`src/rtl/vna_pkg.sv`:
```
// vna_pkg: item types, mode codes and fixed-point constants for the
// vertex normal averager. No dependencies.
`timescale 1ns / 1ps
package vna_pkg;
	typedef enum logic [1:0] {
		MODE_LOAD  = 2'd0,
		MODE_TRI   = 2'd1,
		MODE_READ  = 2'd2,
		MODE_NONE  = 2'd3
	} mode_t;

	typedef struct packed {
		logic [1:0]         mode;
		logic [7:0]         vertex_index;
		logic signed [15:0] pos_x;
		logic signed [15:0] pos_y;
		logic signed [15:0] pos_z;
		logic signed [15:0] start_nx;
		logic signed [15:0] start_ny;
		logic signed [15:0] start_nz;
		logic [7:0]         corner_a;
		logic [7:0]         corner_b;
		logic [7:0]         corner_c;
	} in_item_t;

	typedef struct packed {
		logic [7:0]         out_index;
		logic signed [15:0] normal_x;
		logic signed [15:0] normal_y;
		logic signed [15:0] normal_z;
	} out_item_t;

	localparam int ACC_W  = 24;
	localparam int MAG_W  = 40;
	localparam int NORM_W = 30;
	localparam int FIFO_DEPTH = 2;
endpackage

```
`src/rtl/vna_fifo.sv`:
```
// vna_fifo: small first-word-fall-through queue of input items.
// Depends on vna_pkg.
`timescale 1ns / 1ps
module vna_fifo (
	input  logic              clk,
	input  logic              arst_n,
	input  logic              push,
	output logic              full,
	input  vna_pkg::in_item_t din,
	output logic              empty,
	input  logic              pop,
	output vna_pkg::in_item_t dout
);
	vna_pkg::in_item_t mem_q [vna_pkg::FIFO_DEPTH];
	logic rd_q, wr_q;
	logic [1:0] cnt_q;

	assign full  = (cnt_q == 2'd2);
	assign empty = (cnt_q == 2'd0);
	assign dout  = mem_q[rd_q];

	always_ff @(posedge clk or negedge arst_n) begin
		if (!arst_n) begin
			rd_q <= 1'b0;
			wr_q <= 1'b0;
			cnt_q <= 2'd0;
		end else begin
			if (push && !full) begin
				wr_q <= ~wr_q;
			end
			if (pop && !empty) begin
				rd_q <= ~rd_q;
			end
			cnt_q <= cnt_q + {1'b0, (push && !full)} - {1'b0, (pop && !empty)};
		end
	end

	always_ff @(posedge clk) begin
		if (push && !full) begin
			mem_q[wr_q] <= din;
		end
	end
endmodule

```
`config.mk`:
```
export PLATFORM = sky130hd
export DESIGN_NAME = vna_fifo
export DESIGN_NICKNAME = d
export VERILOG_FILES = /design/src/rtl/vna_pkg.sv /design/src/rtl/vna_fifo.sv
export SDC_FILE = /design/constraint.sdc
export NUM_CORES = 1
export LEC_CHECK = 0
export BUFFER_PORTS_ARGS = -buffer_cell sky130_fd_sc_hd__buf_2
export CORE_MARGIN = 2
export CORE_UTILIZATION = 30
export CTS_BUF_LIST = sky130_fd_sc_hd__clkbuf_4 sky130_fd_sc_hd__clkbuf_8
export DETAILED_ROUTE_END_ITERATION = 12
export SLEW_MARGIN = 30
export SYNTH_ARGS = -nofsm -noshare
export SYNTH_HDL_FRONTEND = slang
export SYNTH_SLANG_ARGS = --single-unit
```
`constraint.sdc`:
```
create_clock -name clk -period 9.8 [get_ports clk]
set_input_delay 0.98 -clock clk [delete_from_list [all_inputs] [get_ports clk]]
set_output_delay 0.98 -clock clk [all_outputs]
set_load 0.005 [all_outputs]
```
==> results.txt, run 1 <==
Post-CTS Hold Fix Bufs = 0
Worst Tran Pin Value = 915 ps
IO Pins = 266
Power Density = 293 nW/um^2
CP Capture Type = primary output
vias = 4990
clock sink count = 264
Post-Route WL = 19900 um
flop2flop setup slack = 7620 ps
GRT Total Usage = 11.1%
total gr overflow = 0
P&R area growth vs syn = 27.9%
Post-Place Worst Slack = 6510 ps
Worst path top cell family by delay = buffers and inverters
worst-path cell chain = buf_4 -> mux2_2 -> buf_2
global-route wire length before repair = 29000 um
share of the synthesized area in the top cell type = 78.4%
leak pwr = 5.00 nW
initial antenna violation count = 4
Reg-to-Reg Start = cnt_q[1]
CTS tree = yes
Setup Crit Path Kind = reg -> out
crit path time final = 3780 ps
vias in the first global route = 5224
Slew Limit Headroom = 39.0%
sum of negative setup slack = 0 ps
Yosys warning count = 0
buffers added on ports = 265
Post-Route Skew = 26.5 ps
EDFF count, synth = 260
Worst Setup SP = rd_q
Fin. Hold Viols = 0
post-synth top area cell = edfxtp_1
synth top area cells = edfxtp_1, mux2_4, mux2_2, buf_6, dfrtp_1
final max-slew violation count = 0
Clock Pin Slew Worst Setup and Hold Paths = 60 ps
crit path to = dout[16]
final worst slack = 6020 ps
Worst-Skew Late Latency = 540 ps
via/cell ratio = 4.13
outcome = completed
RSZ-0062 raised after global routing = no
Main synth FF type = edfxtp_1
crit path launch type = flop
CTS buffer count = 46
Worst Path Max Fanout = 51
routed len/inst = 16.5 um
Seq cells post-synth = 264
FMAX = 265 MHz
initial drt markers = 235
most common cell in the netlist = edfxtp_1
Placed Area = 11700 um^2
drc violations = 0
Worst Path Arrival = 2800 ps
Initial Util = 30.5%
H-Tree Depth = 2
Core ar. = 32600 um^2
die width = 186 um
reg2reg end = mem_q[0][124]
post-CTS setup buffers = 0
Post-Syn Area = 9950 um^2
Die H = 186 um
layout cell share with drive strength beyond 1 = 62.7%
drt pass-1 iters = 4
WP data required = 8820 ps
Core Util, Final = 39.0%
layout net count = 863
Seq/Total Area, Yosys = 79.4%
syn nets = 559
Resized cells post-CTS = 0
CTS Buffer Depth = 3
max incr delay on CP = 870 ps
Synth Instances = 423
Reg2Reg Depth = 4
Crit path depth = 3
max_cap viols = 0
Detailed Place HPWL = 12800 um
Post-synth ARST share = 1.52%
gpl congestion = 0.675
synthesized area per cell = 23.5 um^2
HP Class = in -> async
CP max-delay cell = dfrtp_4
largest net degree at the start of global routing = 66
hold_ws = 245 ps
Antenna Nets Post-Route = 0
count of cell types in the netlist = 16
CP bufs+invs = 2
synth cell count leaders = edfxtp_1, mux2_4, mux2_2
VDD IR max = 0.135 mV
CTS root buf = clkbuf_8
Final setup viols = 0
period utilization = 38.5%
design area = 12700 um^2
row cnt = 66
Die Area = 34700 um^2
power breakdown:
group	switching, mW	total [mW]	internal, mW
Sequential	0.0978	1.65	1.55
Clock	0.431	1.04	0.607
Combinational	0.483	1.04	0.561
sequential cells by signal, summed over array words and instances (netlist names):
name and count:
cnt_q 2, rd_q 1, wr_q 1, mem_q 260
worst min path at each step:
stage,startpoint,end
floorplan,wr_q,wr_q
global placement,cnt_q[1],cnt_q[1]
detailed placement,cnt_q[1],cnt_q[1]
CTS,arst_n,wr_q
global route,arst_n,cnt_q[0]
finish,arst_n,wr_q
metal layers:
layer,wire length [um],GRT usage [%],vias up
met5,27,0,-
met4,438,4.25,4
met3,1940,4.95,40
met2,9090,17.1,204
met1,8420,13.7,2444
li1,-,-,2298
logic make-up after synthesis:
| group | Yosys count | synth area share [%] |
|---|---|---|
| fa+ha+maj | 2 | 0.251 |
| buf+inv | 17 | 1.56 |
| simple gates | 6 | 0.302 |
| flops | 264 | 79.4 |
| xor+xnor | 4 | 0.352 |
| mux | 130 | 18.1 |
cell usage in the layout, fill, tap and decap left out, types with 5 or more instances in the layout:
cell type / n
clkbuf_8: 51
buf_2: 265
clkinv_2: 7
mux2_4: 90
mux2_2: 40
buf_4: 5
edfxtp_1: 260
clkbuf_4: 13
clkinv_1: 10
worst register-to-register path: cells and delay by family, from the launching register on:
kind	cells	cell delay, ps
buffers and inverters	1	690
and+or+nand+nor	3	620
DFF	1	400
per-stage QoR:
| step | std cells | power [mW] |
|---|---|---|
| global route | 1207 | 3.95 |
| floorplan | 423 | 2.38 |
| finish | 1209 | 3.73 |
| detailed placement | 1121 | 2.75 |
| CTS | 1206 | 3.81 |
| global placement | 1121 | 2.73 |
cell type report:
type                            count  area [um^2]
Antenna cell                        3         7.51
Clock buffer                       64          800
Clock inverter                     21          170
Fill cell                        3042        19900
Inverter                            2         7.51
Multi-Input combinational cell    142         1900
Sequential cell                   264         7910
Tap cell                          442          553
Timing Repair Buffer              271         1380
Note: power is estimated with default switching activity, not from simulation.
==> inputs of run 2 (changes only) <==
==> constraint.sdc (replaced) <==
create_clock -name clk -period 3.9 [get_ports clk]
set_input_delay 0.39 -clock clk [delete_from_list [all_inputs] [get_ports clk]]
set_output_delay 0.39 -clock clk [all_outputs]
set_load 0.005 [all_outputs]
==> run 2 against run 1 <==
Worst hold slack got worse by 87 ps. Sequential share of layout area down 5.6 points. Combinational power grew to 2.7 times the previous value. Design area up 10%. Critical path depth stayed put. Via count grew 9.5%.
==> results.txt, run 2 (synthesis results as in run 1) <==
outcome = completed (unchanged)
Worst-Skew Late Latency = 570 ps (was 540 ps)
clock share of power = 25.6% (was 27.8%)
Post-Route WL = 20600 um (was 19900 um)
Die H = 186 um (unchanged)
initial drt markers = 239 (was 235)
Die Area = 34700 um^2 (unchanged)
Worst Tran Pin Value = 909 ps (was 915 ps)
crit path time final = 2840 ps
Reg power frac = 44.3% (was 44.2%)
via/cell ratio = 4.08 (was 4.13)
Power Density = 663 nW/um^2 (was 293 nW/um^2)
layout filler cell count = 2906 (was 3042)
H-Tree Depth = 2 (unchanged)
P&R area growth vs syn = 40.6% (was 27.9%)
die width = 186 um (unchanged)
sum of negative setup slack = 0 ps (unchanged)
CP bufs+invs = 2 (unchanged)
buffers added on ports = 265 (unchanged)
Detailed Place HPWL = 12200 um (was 12800 um)
Worst Path Max Fanout = 58 (was 51)
drt pass-1 iters = 4 (unchanged)
CTS Buffer Depth = 3 (unchanged)
layout cell share with drive strength beyond 1 = 53.1% (was 62.7%)
crit path launch type = flop (unchanged)
global-route wire length before repair = 30300 um (was 29000 um)
commonest non-fill, non-tap cell in the layout = buf_2 (unchanged)
DR top layer = met4 (was met5)
vias = 5463 (was 4990)
largest net degree at the start of global routing = 68 (was 66)
Post-Route Skew = 19.5 ps (was 26.5 ps)
Worst Path Arrival = 2450 ps (was 2800 ps)
Initial Util = 30.5% (unchanged)
Final setup viols = 0 (unchanged)
gpl congestion = 0.684 (was 0.675)
Antenna Nets Post-Route = 0 (unchanged)
clock sink count = 264 (unchanged)
Post-Place Worst Slack = 1630 ps (was 6510 ps)
CP max-delay cell = dfrtp_4 (unchanged)
hold_ws = 158 ps (was 245 ps)
WP data required = 3510 ps (was 8820 ps)
Comb power frac = 30.0% (was 28.0%)
Fin. Hold Viols = 0 (unchanged)
Regs by FF count = mem_q (260), cnt_q (2) (unchanged)
FMAX = 352 MHz
CTS buffer count = 46 (unchanged)
layout net count = 995 (was 863)
Largest register FFs = 260 (unchanged)
routed len/inst = 15.4 um (was 16.5 um)
initial antenna violation count = 1 (was 4)
Met2 Wirelength = 9890 um (was 9090 um)
leak pwr = 5.52 nW (was 5.00 nW)
row cnt = 66 (unchanged)
P_sw = 2.58 mW (was 1.01 mW)
flop2flop setup slack = 1890 ps (was 7620 ps)
RSZ-0062 raised after global routing = no (unchanged)
CTS tree = yes (unchanged)
CTS root buf = clkbuf_8 (unchanged)
P_int = 6.71 mW (was 2.71 mW)
final max-slew violation count = 0 (unchanged)
vias in the first global route = 5800 (was 5224)
Reg with most FFs = mem_q (unchanged)
Slew Limit Headroom = 39.4% (was 39.0%)
commonest non-fill, non-tap cells in the layout = buf_2, edfxtp_1, dlygate4sd3_1 (was buf_2, edfxtp_1, mux2_4)
Worst path top cell family by delay = flip-flops (was buffers and inverters)
total gr overflow = 0 (unchanged)
Setup Crit Path Kind = reg -> out (unchanged)
CP Capture Type = primary output (unchanged)
worst-path cell chain = buf_12 -> mux2_2 -> buf_2 (was buf_4 -> mux2_2 -> buf_2)
HP Class = in -> async (unchanged)
metal3 WL = 1990 um (was 1940 um)
GRT Total Usage = 11.5% (was 11.1%)
Pwr Total = 9.29 mW (was 3.73 mW)
IO Pins = 266 (unchanged)
drc violations = 0 (unchanged)
max incr delay on CP = 830 ps (was 870 ps)
M1 WL = 8150 um (was 8420 um)
switching share of power = 27.8% (was 27.1%)
VDD IR max = 0.428 mV (was 0.135 mV)
Core ar. = 32600 um^2 (unchanged)
final worst slack = 1060 ps (was 6020 ps)
max_cap viols = 0 (unchanged)
Clock Pin Slew Worst Setup and Hold Paths = 60 ps (about the same)
period utilization = 72.8%
==> run 2: cell count changes in the layout (fill, tap and decap cells not counted), sizes merged, moves of 2 or more <==
cell	previous run	this run
dlygate4sd3	0	131
diode	3	1
clkinv	17	19
bufinv	3	0
==> run 2: per-layer routing <==
layer	vias to the layer above	GRT usage, %
met1	2653	12.4
li1	2564	-
met4	0	4.47
met2	202	19.4
met3	44	5.74
met5	-	0
==> run 2: area by class of cell <==
type	count	area [um^2]	area share (%)
sequential	264	7910	56.5
timing repair buffer	403	2740	19.6
multi-input combinational	142	1900	13.6
clock buffer	63	779	5.57
tap	442	553	3.95
clock inverter	22	101	0.724
inverter	2	7.51	0.0536
antenna	1	2.50	0.0179
==> run 2: path summary, 6_finish.rpt <==
path	endpoint	from	cells past startpoint
setup / recovery	dout[0]	rd_q	3
hold / removal	rd_q	arst_n	2
setup reg to reg	mem_q[1][99]	cnt_q[1]	3
hold reg to reg	cnt_q[1]	cnt_q[1]	1
max in group asynchronous	rd_q	arst_n	2
min in group clk	wr_q	push	3
==> run 2: through the flow <==
stage	util, %	cells	cell area (um^2)
global route	42.9	1339	14000
CTS	42.9	1337	14000
floorplan	-	423	9960
detailed placement	36.1	1121	11800
global placement	36.1	1121	11800
finish	42.9	1339	14000
==> run 2: what timing repair did <==
item | in CTS | in global routing
hold buffers | 131 | 0
endpoints found under the hold margin | 264 | 0
buffers inserted | 0 | 0
gates resized for setup | 0 | 0
==> run 2: power groups by stage <==
| stage | clock (mW) | combinational, mW | sequential, mW |
|---|---|---|---|
| finish | 2.38 | 2.79 | 4.12 |
| global route | 2.60 | 3.04 | 4.18 |
| CTS | 2.49 | 2.84 | 4.13 |
| detailed placement | 0 | 2.72 | 4.19 |
| global placement | 0 | 2.72 | 4.16 |
| floorplan | 0 | 1.83 | 4.08 |
